==> src/hw/rtl/nam_pkg.sv <==
package nam_pkg;

  localparam int MAX_WINDOW  = 256;
  localparam int SAMPLE_BITS = 32;
  localparam int SUM_BITS    = 40;
  localparam int COUNT_BITS  = 9;
  localparam int WLEN_BITS   = 9;
  localparam int WLEN_RESET  = 20;
  localparam int MIN_DIV     = 4;

  localparam int ADDR_W     = $clog2(MAX_WINDOW);
  localparam int LEN_W      = $clog2(MAX_WINDOW + 1);
  localparam int ENTRY_W    = SAMPLE_BITS + 1;
  localparam int ITER_W     = $clog2(SUM_BITS);
  localparam int CFG_ADDR_W = 3;
  localparam int CFG_DATA_W = 32;
  localparam int REG_IDX_W  = CFG_ADDR_W - 2;

  localparam logic [REG_IDX_W-1:0] REG_WINDOW_LEN = '0;

  typedef enum logic [1:0] {
    WIN_IDLE,
    WIN_RMW,
    WIN_SEND
  } win_state_t;

  typedef enum logic [1:0] {
    DIV_IDLE,
    DIV_RUN,
    DIV_FIX,
    DIV_DONE
  } div_state_t;

  typedef struct packed {
    logic                   ok;
    logic [SAMPLE_BITS-1:0] samp;
  } win_entry_t;

  typedef struct packed {
    logic [SUM_BITS-1:0]   sum;
    logic [COUNT_BITS-1:0] count;
    logic                  go;
  } div_req_t;

endpackage

==> src/hw/rtl/nam_if.sv <==


interface nam_out_if import nam_pkg::*; ();
  logic                          valid;
  logic                          ready;
  logic signed [SAMPLE_BITS-1:0] mean;
  logic                          mean_valid;

  modport source (output valid, mean, mean_valid, input ready);
  modport sink   (input valid, mean, mean_valid, output ready);
endinterface

==> src/hw/rtl/nam_divider.sv <==
module nam_divider import nam_pkg::*; (
  input  logic     clk,
  input  logic     rst_n,
  input  logic     req_valid,
  output logic     req_ready,
  input  div_req_t req,
  nam_out_if.source out_ch
);

  localparam logic [ITER_W-1:0]   ITER_LAST = ITER_W'(SUM_BITS - 1);
  localparam logic [SUM_BITS-1:0] HI_MAG    = SUM_BITS'((64'd1 << (SAMPLE_BITS - 1)) - 1);
  localparam logic [SAMPLE_BITS-1:0] SAT_HI = {1'b0, {(SAMPLE_BITS - 1){1'b1}}};
  localparam logic [SAMPLE_BITS-1:0] SAT_LO = {1'b1, {(SAMPLE_BITS - 1){1'b0}}};

  div_state_t state_r, state_nxt;

  logic [SUM_BITS-1:0]    quo_r;
  logic [COUNT_BITS-1:0]  rem_r, den_r;
  logic [ITER_W-1:0]      iter_r;
  logic                   neg_r, go_r, mv_r;
  logic [SAMPLE_BITS-1:0] mean_r;

  logic [COUNT_BITS:0]  trial, diff;
  logic                 ge;
  logic [SUM_BITS-1:0]  mag, quo_neg;
  logic                 sum_neg;

  assign sum_neg = req.sum[SUM_BITS-1];
  assign mag     = sum_neg ? (~req.sum + 1'b1) : req.sum;
  assign trial   = {rem_r, quo_r[SUM_BITS-1]};
  assign ge      = trial >= {1'b0, den_r};
  assign diff    = trial - {1'b0, den_r};
  assign quo_neg = ~quo_r + 1'b1;

  always_comb begin
    state_nxt = state_r;
    case (state_r)
      DIV_IDLE: begin
        if (req_valid) begin
          state_nxt = req.go ? DIV_RUN : DIV_FIX;
        end
      end
      DIV_RUN: begin
        if (iter_r == ITER_LAST) begin
          state_nxt = DIV_FIX;
        end
      end
      DIV_FIX:  state_nxt = DIV_DONE;
      DIV_DONE: begin
        if (out_ch.ready) begin
          state_nxt = DIV_IDLE;
        end
      end
      default:  state_nxt = DIV_IDLE;
    endcase
  end

  always_comb begin
    req_ready    = 1'b0;
    out_ch.valid = 1'b0;
    case (state_r)
      DIV_IDLE: req_ready    = 1'b1;
      DIV_DONE: out_ch.valid = 1'b1;
      default: begin
        req_ready    = 1'b0;
        out_ch.valid = 1'b0;
      end
    endcase
  end

  assign out_ch.mean       = mean_r;
  assign out_ch.mean_valid = mv_r;

  always_ff @(posedge clk) begin
    if (!rst_n) begin
      state_r <= DIV_IDLE;
    end else begin
      state_r <= state_nxt;
    end
  end

  always_ff @(posedge clk) begin
    case (state_r)
      DIV_IDLE: begin
        if (req_valid) begin
          quo_r  <= req.go ? mag : '0;
          neg_r  <= req.go && sum_neg;
          go_r   <= req.go;
          den_r  <= req.count;
          rem_r  <= '0;
          iter_r <= '0;
        end
      end
      DIV_RUN: begin
        // one restoring step per cycle, quotient bits shift in at the bottom
        rem_r  <= ge ? diff[COUNT_BITS-1:0] : trial[COUNT_BITS-1:0];
        quo_r  <= {quo_r[SUM_BITS-2:0], ge};
        iter_r <= iter_r + 1'b1;
      end
      DIV_FIX: begin
        mv_r <= go_r;
        if (!neg_r) begin
          mean_r <= (quo_r > HI_MAG) ? SAT_HI : quo_r[SAMPLE_BITS-1:0];
        end else begin
          mean_r <= (quo_r > HI_MAG + 1'b1) ? SAT_LO : quo_neg[SAMPLE_BITS-1:0];
        end
      end
      default: begin
      end
    endcase
  end

endmodule

==> src/flat_wrapper.sv <==
// flat-port wrapper written by rule: the top's interface ports become plain ports
module nam_divider_flat import nam_pkg::*;
  (clk, rst_n, req_valid, req_ready, req, out_ch_valid, out_ch_mean, out_ch_mean_valid, out_ch_ready);
  nam_out_if out_ch_i ();
  input  logic clk;
  input  logic rst_n;
  input  logic req_valid;
  output logic req_ready;
  input  div_req_t req;
  output wire logic [$bits(out_ch_i.valid)-1:0] out_ch_valid;
  output wire logic [$bits(out_ch_i.mean)-1:0] out_ch_mean;
  output wire logic [$bits(out_ch_i.mean_valid)-1:0] out_ch_mean_valid;
  input wire logic [$bits(out_ch_i.ready)-1:0] out_ch_ready;
  assign out_ch_valid = out_ch_i.valid;
  assign out_ch_mean = out_ch_i.mean;
  assign out_ch_mean_valid = out_ch_i.mean_valid;
  assign out_ch_i.ready = out_ch_ready;
  nam_divider u_core (.clk(clk), .rst_n(rst_n), .req_valid(req_valid), .req_ready(req_ready), .req(req), .out_ch(out_ch_i));
endmodule
==> config.mk <==
export PLATFORM = sky130hd
export DESIGN_NAME = nam_divider_flat
export DESIGN_NICKNAME = d
export VERILOG_FILES = /design/src/hw/rtl/nam_pkg.sv /design/src/hw/rtl/nam_if.sv /design/src/hw/rtl/nam_divider.sv /design/src/flat_wrapper.sv
export SDC_FILE = /design/constraint.sdc
export NUM_CORES = 1
export LEC_CHECK = 0
export ABC_AREA = 1
export ABC_CLOCK_PERIOD_IN_PS = 7200
export BUFFER_PORTS_ARGS = -buffer_cell sky130_fd_sc_hd__buf_2
export CAP_MARGIN = 0
export CORE_ASPECT_RATIO = 1.4
export CORE_UTILIZATION = 27
export DETAILED_ROUTE_END_ITERATION = 6
export GPL_TIMING_DRIVEN = 0
export SETUP_SLACK_MARGIN = 0.02
export SKIP_CTS_REPAIR_TIMING = 1
export SLEW_MARGIN = 25
export SYNTH_ARGS = -nofsm -noshare
export SYNTH_HDL_FRONTEND = slang
export SYNTH_SLANG_ARGS = --single-unit
export TNS_END_PERCENT = 50
==> constraint.sdc <==
create_clock -name clk -period 7.2 [get_ports clk]
set_clock_uncertainty 0.15 [all_clocks]
set_input_delay 0.36 -clock clk [delete_from_list [all_inputs] [get_ports clk]]
set_output_delay 0.36 -clock clk [all_outputs]
set_load 0.005 [all_outputs]
==> flow_metrics.tcl, run 1 <==
set metrics [dict create \
    cts_buffers 9 \
    clkSinkCount 101 \
    synth_enable_flop_cells 99 \
    grt_use_total_pct 15.1 \
    place_worst_setup_slack_ps 4540 \
    wl_per_cell_um 14.5 \
    grt_use_met3_pct 2.53 \
    htree_levels 3 \
    hpwl_mm 15.8 \
    pwr_density_cell_mw_per_mm2 325 \
    grt_pass1_wl_mm 30.2 \
    first_global_vias 5954 \
    tightest_slew_ps 636 \
    fin_setup_tns_ps 0 \
    yosys-mux-area-fraction_pct 0 \
    routed_wl_mm 18.9 \
    max_stage_delay_ps 580 \
    gr-usage-met2_pct 27.2 \
    nets 1050 \
    finalCritPeriodShare_pct 36.4 \
    clk_pin_slew_worst_paths_ps 70 \
    synth-simple-area-share_pct 27.1 \
    final_core_util_pct 32.4 \
    critical_path.max_fanout 21 \
    startpoint "u_core.state_r[1]$_SDFFE_PN0P_" \
    antenna_cells 0 \
    place_area_mm2 0.00779 \
    setup_viol 0 \
    area_delta_synth_final_pct 17.3 \
    die_height_um 191 \
    fmax_mhz 381 \
    synth_commonest_cells "nand2_1, inv_1, nor2_1" \
    syn_area_mm2 0.00686 \
    synthCells 877 \
    slew_violations 0 \
    hold_viol_final 0 \
    n_fill_cell 2730 \
    worstSetupPathType "flip-flop to flip-flop" \
    drc_errors 0 \
    max_slew_margin_pct 57.4 \
    period_minus_slack_ps 2620 \
    grt_max_degree 33 \
    clock-root-buffer "clkbuf_16" \
    antenna_found_initial 0 \
    row_count 68 \
    cp_top_family "buffers and inverters" \
    synth_xor_area_share_pct 3.57 \
    endpoint_kind "flip-flop" \
    synth-compound-area-share_pct 14.3 \
    cts_tree "yes" \
    dr_total_vias 6068 \
    path_buf_inv 5 \
    hp-start "req[2]" \
    reg2reg_from "u_core.state_r[1]$_SDFFE_PN0P_" \
    ant_nets 0 \
    path_cells "inv_1, ha_1, clkbuf_1, inv_1, o21ai_4, buf_16, buf_16" \
    grt.busiest_layer "met2" \
    synth-adder-area-share_pct 3.21 \
    synthArstFlopShare_pct 0 \
    ir_worst_vdd_mv 0.123 \
    fin_ws_ps 4580 \
    io_pins 89 \
    synth_cell_types 35 \
    yosysSeqAreaShare_pct 43.9 \
    synth_top_family_by_area "simple AND/OR/NAND/NOR gates" \
    cts_max_path_buffers 2 \
    maxCapViolations 0 \
    crit_required_ps 7110 \
    cpMaxStageDelayCell "o21ai_4" \
    grt_overflow_total 0 \
    yosys_warnings 0 \
    status "finished, final reports clean" \
    initial_core_util_pct 27.6 \
    final_area_mm2 0.00805 \
    synth_most_common_cell "nand2_1" \
    netlist_top_cells_area "edfxtp_1, nand2_1, nand3_1" \
    drt_first_iter_violations 346 \
    yosys.area.top_type "edfxtp_1" \
    die_area_mm2 0.0261 \
    viasPerCell 4.67 \
    synth_flop_cell "edfxtp_1" \
    port_buffers 88 \
    hp-class "primary input to flip-flop" \
    layout-drive-gt1-share_pct 15.4 \
    postSynthAreaPerCell_um2 7.83 \
    core_mm2 0.0248 \
    clk_latency_ps 350 \
    drt_pre_antenna_iters 7 \
    static-leakage-power_nw 3.36 \
    syn_nets 948 \
    grt_use_met1_pct 17.2 \
    routabilityCongestion 0.908 \
    startpoint_type "flip-flop" \
    arrival_ps 2530 \
    rsz0062_at_grt "no" \
    netlist.area_leader.share_pct 43.3 \
    die_w_um 137 \
    ys_ff_latch 101 \
]
-- worst reg2reg max path, delay by kind of cell (launching register included) --
| kind | cells | cell delay (ps) |
|---|---|---|
| buffers and inverters | 5 | 1090 |
| DFF | 1 | 340 |
| adders and majority gates | 1 | 150 |
| AOI/OAI and AO/OA | 1 | 590 |
-- where the power goes --
part | internal [mW] | switching [mW]
Clock | 0.233 | 0.203
Sequential | 0.946 | 0.120
Combinational | 0.389 | 0.728
-- state kept, by name, indices dropped and copies added (netlist names) --
register and count:
u_core.out_ch.mean 32, u_core.out_ch.mean_valid 1, u_core.rem_r 9, u_core.neg_r 1, u_core.go_r 1, u_core.iter_r 6, u_core.quo_r 40, u_core.den_r 9
u_core.state_r 2
-- area by class of cell --
type | instances | area (um^2) | share of cell area, %
Timing Repair Buffer | 91 | 515 | 6.40
Sequential cell | 101 | 3010 | 37.4
Clock buffer | 12 | 236 | 2.94
Tap cell | 315 | 394 | 4.90
Buffer | 25 | 115 | 1.43
Inverter | 115 | 432 | 5.36
Clock inverter | 4 | 25.0 | 0.311
Multi-Input combinational cell | 636 | 3320 | 41.2
-- path summary, 6_finish.rpt --
| path | to | slack (ps) | cells after the start |
|---|---|---|---|
| setup / recovery | u_core.quo_r[3]$_DFFE_PP_ | 4580 | 7 |
| hold / removal | u_core.den_r[1]$_DFFE_PP_ | 30 | 1 |
| setup reg to reg | u_core.quo_r[3]$_DFFE_PP_ | 4580 | 7 |
| hold reg to reg | u_core.out_ch.mean_valid$_DFFE_PP_ | 280 | 0 |
-- layer usage --
layer | wire length (um) | vias up
met5 | 0 | -
met4 | 651 | 0
met3 | 809 | 34
met2 | 9640 | 130
met1 | 7790 | 2751
li1 | - | 3153
-- stage by stage --
stage / std cells / power (mW) / hold WS [ps]
after floorplan: 877 / 1.83 / 250
after detailed placement: 1283 / 2.21 / 267
after global routing: 1299 / 2.83 / 16.7
after global placement: 1280 / 2.16 / 253
final: 1299 / 2.62 / 29.7
after CTS: 1299 / 2.65 / 18.1
-- placed cells by master, fill, tap and decap left out, types with 20 or more instances in the layout --
master | Yosys | layout
buf_2 | 5 | 93
xor2_1 | 26 | 26
nand3_1 | 83 | 83
o21ai_0 | 78 | 77
o21bai_2 | 20 | 20
nand2_1 | 191 | 191
a21oi_1 | 29 | 29
edfxtp_1 | 99 | 99
nor2_1 | 109 | 109
inv_1 | 109 | 109
-- cells by family (layout without fill, tap and decap cells) --
| kind of cell | after synthesis | count (layout) |
|---|---|---|
| AND/OR/NAND/NOR | 430 | 430 |
| AO/OA/AOI/OAI | 161 | 161 |
| flip-flops | 101 | 101 |
| XOR/XNOR | 28 | 28 |
| adder cells (fa/ha/maj) | 17 | 17 |
| buffers and inverters | 140 | 247 |
Power figures use the tool's default switching activity.
==> run 2: changes to the inputs <==
- ABC_CLOCK_PERIOD_IN_PS: 7200 -> 2500
- clock period: 7.2 -> 2.5 ns (I/O delays scaled with it)
==> run 2 against run 1 <==
  * The flow now finishes with violations (hold timing)
  * Sequential power increased to 2.9 times the previous value
  * Die area unchanged
  * First-iteration DRC count shrank 7.8%
  * Setup slack worse by 4400 ps
  * Via count is 0.59% higher
  * Power rose to 2.9 times the previous value
  * Sequential cell count unchanged
  * Critical path depth unchanged
  * Clock power rose to 2.8 times the previous value
  * Global-route usage shrank 0.15 points
  * Critical path type unchanged
  * Critical endpoint is now u_core.quo_r[6]$_DFFE_PP_
  * Highest routed layer unchanged
==> flow_metrics.tcl, run 2 (synthesis gave the netlist of run 1 again) <==
set metrics [dict create \
    port_buffers 88 \
    antenna_cells 0 \
    period_minus_slack_ps 2340 \
    endpoint_kind "flip-flop" \
    grt_max_degree 33 \
    first_global_vias 5967 \
    die_area_mm2 0.0261 \
    largest_register_ff_count 40 \
    max_slew_margin_pct 61.1 \
    io_pins 89 \
    cts_buffers 9 \
    drc_errors 0 \
    arrival_ps 2250 \
    clk_pin_slew_worst_paths_ps 60 \
    ant_nets 0 \
    finalCritPeriodShare_pct 93.4 \
    status "finished with violations" \
    crit_required_ps 2410 \
    final_area_mm2 0.00823 \
    drt_first_iter_violations 319 \
    reg2reg_from "u_core.state_r[1]$_SDFFE_PN0P_" \
    hpwl_mm 15.6 \
    grt_use_total_pct 15.0 \
    cp-endpoint "u_core.quo_r[6]$_DFFE_PP_" \
    final_cell_mix "nand2_1, nor2_1, inv_1" \
    fin_cells 1313 \
    startpoint_type "flip-flop" \
    hp-class "primary input to flip-flop" \
    drt_pre_antenna_iters 5 \
    row_count 68 \
    fmax_mhz 428 \
    grt_pass1_wl_mm 30.1 \
    regMostFlops "u_core.quo_r" \
    htree_levels 3 \
    layout-drive-gt1-share_pct 16.4 \
    die_w_um 137 \
    place_area_mm2 0.00779 \
    routabilityCongestion 0.915 \
    static-leakage-power_nw 3.44 \
    rrSetupSlack_ps 160 \
    area_delta_synth_final_pct 19.8 \
    tightest_slew_ps 579 \
    pwr_density_cell_mw_per_mm2 935 \
    viasPerCell 4.65 \
    critical_path.max_fanout 22 \
    maxCapViolations 0 \
    nets 1065 \
    violations "hold timing" \
    dr_total_vias 6104 \
    cts_max_path_buffers 2 \
    hold_viol_final 1 \
    numPlacedInstances 1283 \
    initial_core_util_pct 27.6 \
    die_height_um 191 \
    holdWs_ps -1.11 \
    ir_worst_vdd_mv 0.422 \
    routed_wl_mm 19.0 \
    clkSinkCount 101 \
    clk_latency_ps 350 \
    wl_per_cell_um 14.4 \
    reg2reg_to "u_core.quo_r[6]$_DFFE_PP_" \
    n_fill_cell 2676 \
    worstSetupPathType "flip-flop to flip-flop" \
    rsz0062_at_grt "yes" \
    cts_tree "yes" \
    clock-root-buffer "clkbuf_16" \
    grt_overflow_total 0 \
    slew_violations 0 \
    setup_viol 0 \
    antenna_found_initial 0 \
    core_mm2 0.0248 \
    startpoint "u_core.state_r[1]$_SDFFE_PN0P_" \
    final_common_cell "nand2_1" \
    rr_worst_depth 7 \
]
==> run 2: area by class of cell <==
type | instances | area [um^2] | share of cell area [%]
Tap cell | 315 | 394 | 4.79
Multi-Input combinational cell | 636 | 3330 | 40.5
Clock buffer | 9 | 225 | 2.74
Timing Repair Buffer | 107 | 676 | 8.21
Buffer | 24 | 118 | 1.43
Clock inverter | 6 | 31.3 | 0.380
Sequential cell | 101 | 3010 | 36.6
Inverter | 115 | 435 | 5.29
==> run 2: power breakdown <==
part,total (mW),switching [mW],internal [mW]
Clock,1.23,0.576,0.658
Combinational,3.39,2.14,1.24
Sequential,3.07,0.350,2.72
Total,7.69,3.07,4.62
==> run 2: per-layer routing <==
layer | global-route usage [%] | wire, um | vias up
li1 | - | - | 3185
met1 | 16.9 | 7710 | 2744
met2 | 26.8 | 9670 | 144
met3 | 2.82 | 976 | 31
met4 | 6.71 | 587 | 0
met5 | 0 | 0 | -
==> run 2: how the worst min path moves through the flow <==
stage | startpoint | endpoint | slack [ps] | cells past startpoint
after CTS | req[8] | u_core.den_r[7]$_DFFE_PP_ | -210 | 1
final | req[26] | u_core.quo_r[16]$_DFFE_PP_ | -1 | 3
after detailed placement | req[8] | u_core.den_r[7]$_DFFE_PP_ | 160 | 1
after global routing | req[47] | u_core.quo_r[37]$_DFFE_PP_ | 9 | 4
after global placement | req[7] | u_core.den_r[6]$_DFFE_PP_ | 150 | 1
after floorplan | req[1] | u_core.den_r[0]$_DFFE_PP_ | 70 | 0
==> run 2: critical path, stage by stage (launching register included) <==
cell and delay (ps):
dfxtp_1 350, inv_1 100, ha_1 140, clkbuf_1 310
inv_1 300, o21ai_4 290, buf_16 200, buf_16 180
==> run 2: metrics by stage <==
step | setup TNS, ps | worst slack (ps) | utilization [%] | total power [mW]
finish | 0 | 165 | 33.1 | 7.69
global route | -93.9 | -5.43 | 33.1 | 8.30
CTS | -3040 | -137 | 32.4 | 7.60
detailed placement | -2730 | -124 | 31.3 | 6.35
global placement | -30790 | -566 | 31.0 | 6.17
floorplan | 0 | 115 | - | 5.23
==> run 3: changes to the inputs <==
- BUFFER_PORTS_ARGS: -buffer_cell sky130_fd_sc_hd__buf_2 -> not set
- DONT_BUFFER_PORTS: not set -> 1
==> run 3 against run 2 <==
  * The flow still finishes with violations (hold timing)
  * Critical path depth rose by 2
  * Sequential share of layout area rose by 0.16 points
  * Non-clock buffer count fell by 49
  * Clock-buffer cell count rose by 1
  * Clock power rose by 15%
  * Die area did not move
==> flow_metrics.tcl, run 3 (synthesis gave the netlist of run 1 again) <==
set metrics [dict create \
    status "finished with violations" \
    violations "hold timing" \
    n_fill_cell 2634 \
    regMostFlops "u_core.quo_r" \
    static-leakage-power_nw 3.27 \
    pwr_density_cell_mw_per_mm2 946 \
    io_pins 89 \
    clkSinkCount 101 \
    max_slew_margin_pct 58.6 \
    initial_core_util_pct 27.6 \
    antenna_cells 0 \
    arrival_ps 2310 \
    worstHoldEndpoint "u_core.quo_r[36]$_DFFE_PP_" \
    final_cell_mix "nand2_1, nor2_1, inv_1" \
    clk_latency_ps 360 \
    final_area_mm2 0.00819 \
    period_minus_slack_ps 2370 \
    first_global_vias 5628 \
    drc_errors 0 \
    ant_nets 0 \
    cpMaxStageDelayCell "clkbuf_1" \
    max_stage_delay_ps 410 \
    core_mm2 0.0248 \
    cts_tree "yes" \
    place_worst_setup_slack_ps -131 \
    cts_buffers 9 \
    fin_cells 1265 \
    dr_total_vias 6006 \
    tightest_slew_ps 617 \
    viasPerCell 4.75 \
    finalCritPeriodShare_pct 94.9 \
    rrSetupSlack_ps 130 \
    holdWs_ps -24.9 \
    startpoint_type "flip-flop" \
    fmax_mhz 421 \
    largest_register_ff_count 40 \
    htree_levels 3 \
    place_area_mm2 0.00735 \
    row_count 68 \
    crit_required_ps 2430 \
    routabilityCongestion 0.900 \
    port_buffers 0 \
    slew_violations 0 \
    critical_path.max_fanout 10 \
    cp_top_family "buffers and inverters" \
    endpoint_kind "flip-flop" \
    final_common_cell "nand2_1" \
    path_cells "inv_1, ha_1, clkbuf_1, nor2_4, inv_1, clkbuf_1, a21oi_1, o21ai_0, o21ai_0" \
    grt_use_total_pct 14.8 \
    ir_worst_vdd_mv 0.377 \
    worstSetupPathType "flip-flop to flip-flop" \
    drt_first_iter_violations 374 \
    rr_worst_depth 9 \
    setup_viol 0 \
    maxCapViolations 0 \
    area_delta_synth_final_pct 19.3 \
    reg2reg_to "u_core.quo_r[14]$_DFFE_PP_" \
    hold_viol_final 7 \
    hpwl_mm 15.7 \
    clock-root-buffer "clkbuf_16" \
    routed_wl_mm 19.8 \
    layout-drive-gt1-share_pct 8.42 \
    die_area_mm2 0.0261 \
    drt_pre_antenna_iters 5 \
    clk_pin_slew_worst_paths_ps 70 \
    cts_max_path_buffers 2 \
    reg2reg_from "u_core.state_r[1]$_SDFFE_PN0P_" \
    wl_per_cell_um 15.6 \
    nets 1016 \
    hp-class "primary input to flip-flop" \
    path_buf_inv 4 \
    grt_overflow_total 0 \
    antenna_found_initial 0 \
    die_height_um 191 \
    whs_path_depth 4 \
    grt_max_degree 33 \
    p_total_mw 7.75 \
    grt_pass1_wl_mm 29.2 \
    rsz0062_at_grt "yes" \
    numPlacedInstances 1196 \
    hp-start "req[46]" \
    fin_ws_ps 127 \
    die_w_um 137 \
]
==> run 3: cell types whose count changed in the layout (fill, tap and decap cells not counted), sizes merged <==
| cell | delta |
|---|---|
| buf | -86 |
| dlygate4sd3 | +36 |
| bufinv | +1 |
| clkinvlp | +1 |
| clkinv | -3 |
| clkbuf | +2 |
| inv | +1 |
==> run 3: how the worst max path moves through the flow <==
stage	startpoint	endpoint	cells after the start
2_1_floorplan	u_core.state_r[1]$_SDFFE_PN0P_	u_core.iter_r[0]$_SDFFCE_PN0P_	5
3_3_place_gp	u_core.state_r[1]$_SDFFE_PN0P_	u_core.quo_r[5]$_DFFE_PP_	5
3_5_place_dp	u_core.quo_r[39]$_DFFE_PP_	u_core.rem_r[8]$_SDFFCE_PN0P_	14
4_1_cts	u_core.quo_r[39]$_DFFE_PP_	u_core.rem_r[8]$_SDFFCE_PN0P_	14
5_1_grt	u_core.state_r[1]$_SDFFE_PN0P_	u_core.quo_r[12]$_DFFE_PP_	9
6_report	u_core.state_r[1]$_SDFFE_PN0P_	u_core.quo_r[14]$_DFFE_PP_	9
==> run 3: final cells by class <==
class | count | area [um^2] | area share (%)
Sequential cell | 101 | 3010 | 36.8
Multi-Input combinational cell | 636 | 3330 | 40.7
Clock buffer | 10 | 239 | 2.92
Clock inverter | 6 | 61.3 | 0.749
Tap cell | 315 | 394 | 4.81
Buffer | 25 | 121 | 1.48
Timing Repair Buffer | 57 | 593 | 7.24
Inverter | 115 | 435 | 5.32
==> run 3: routing by layer <==
layer  track usage [%]  vias up  wire length [um]
li1                  -     3084                 -
met1              15.8     2695              7770
met2              25.8      168              9940
met3              3.88       59              1120
met4              9.02        0               932
met5                 0        -                 0
==> run 3: worst register-to-register path, cell delays in order, from the launching register on <==
cell	delay [ps]
dfxtp_1	340
inv_1	90
ha_1	140
clkbuf_1	330
nor2_4	140
inv_1	160
clkbuf_1	410
a21oi_1	70
o21ai_0	130
o21ai_0	140
==> run 3: metrics by stage <==
stage	util (%)	setup TNS [ps]	hold slack [ps]
2_1_floorplan	-	0	73.9
3_3_place_gp	29.3	-32440	73.9
3_5_place_dp	29.6	-2270	73.9
4_1_cts	30.8	-2540	-304
5_1_grt	33.0	-108	7.06
6_report	33.0	0	-24.9
==> run 3: where the power goes <==
group          leakage [nW]  internal (mW)  switching, mW  total [mW]
clock                 0.149          0.801          0.606        1.41
combinational          2.16           1.16           2.07        3.23
sequential            0.962           2.73          0.386        3.12
total                  3.27           4.69           3.06        7.75
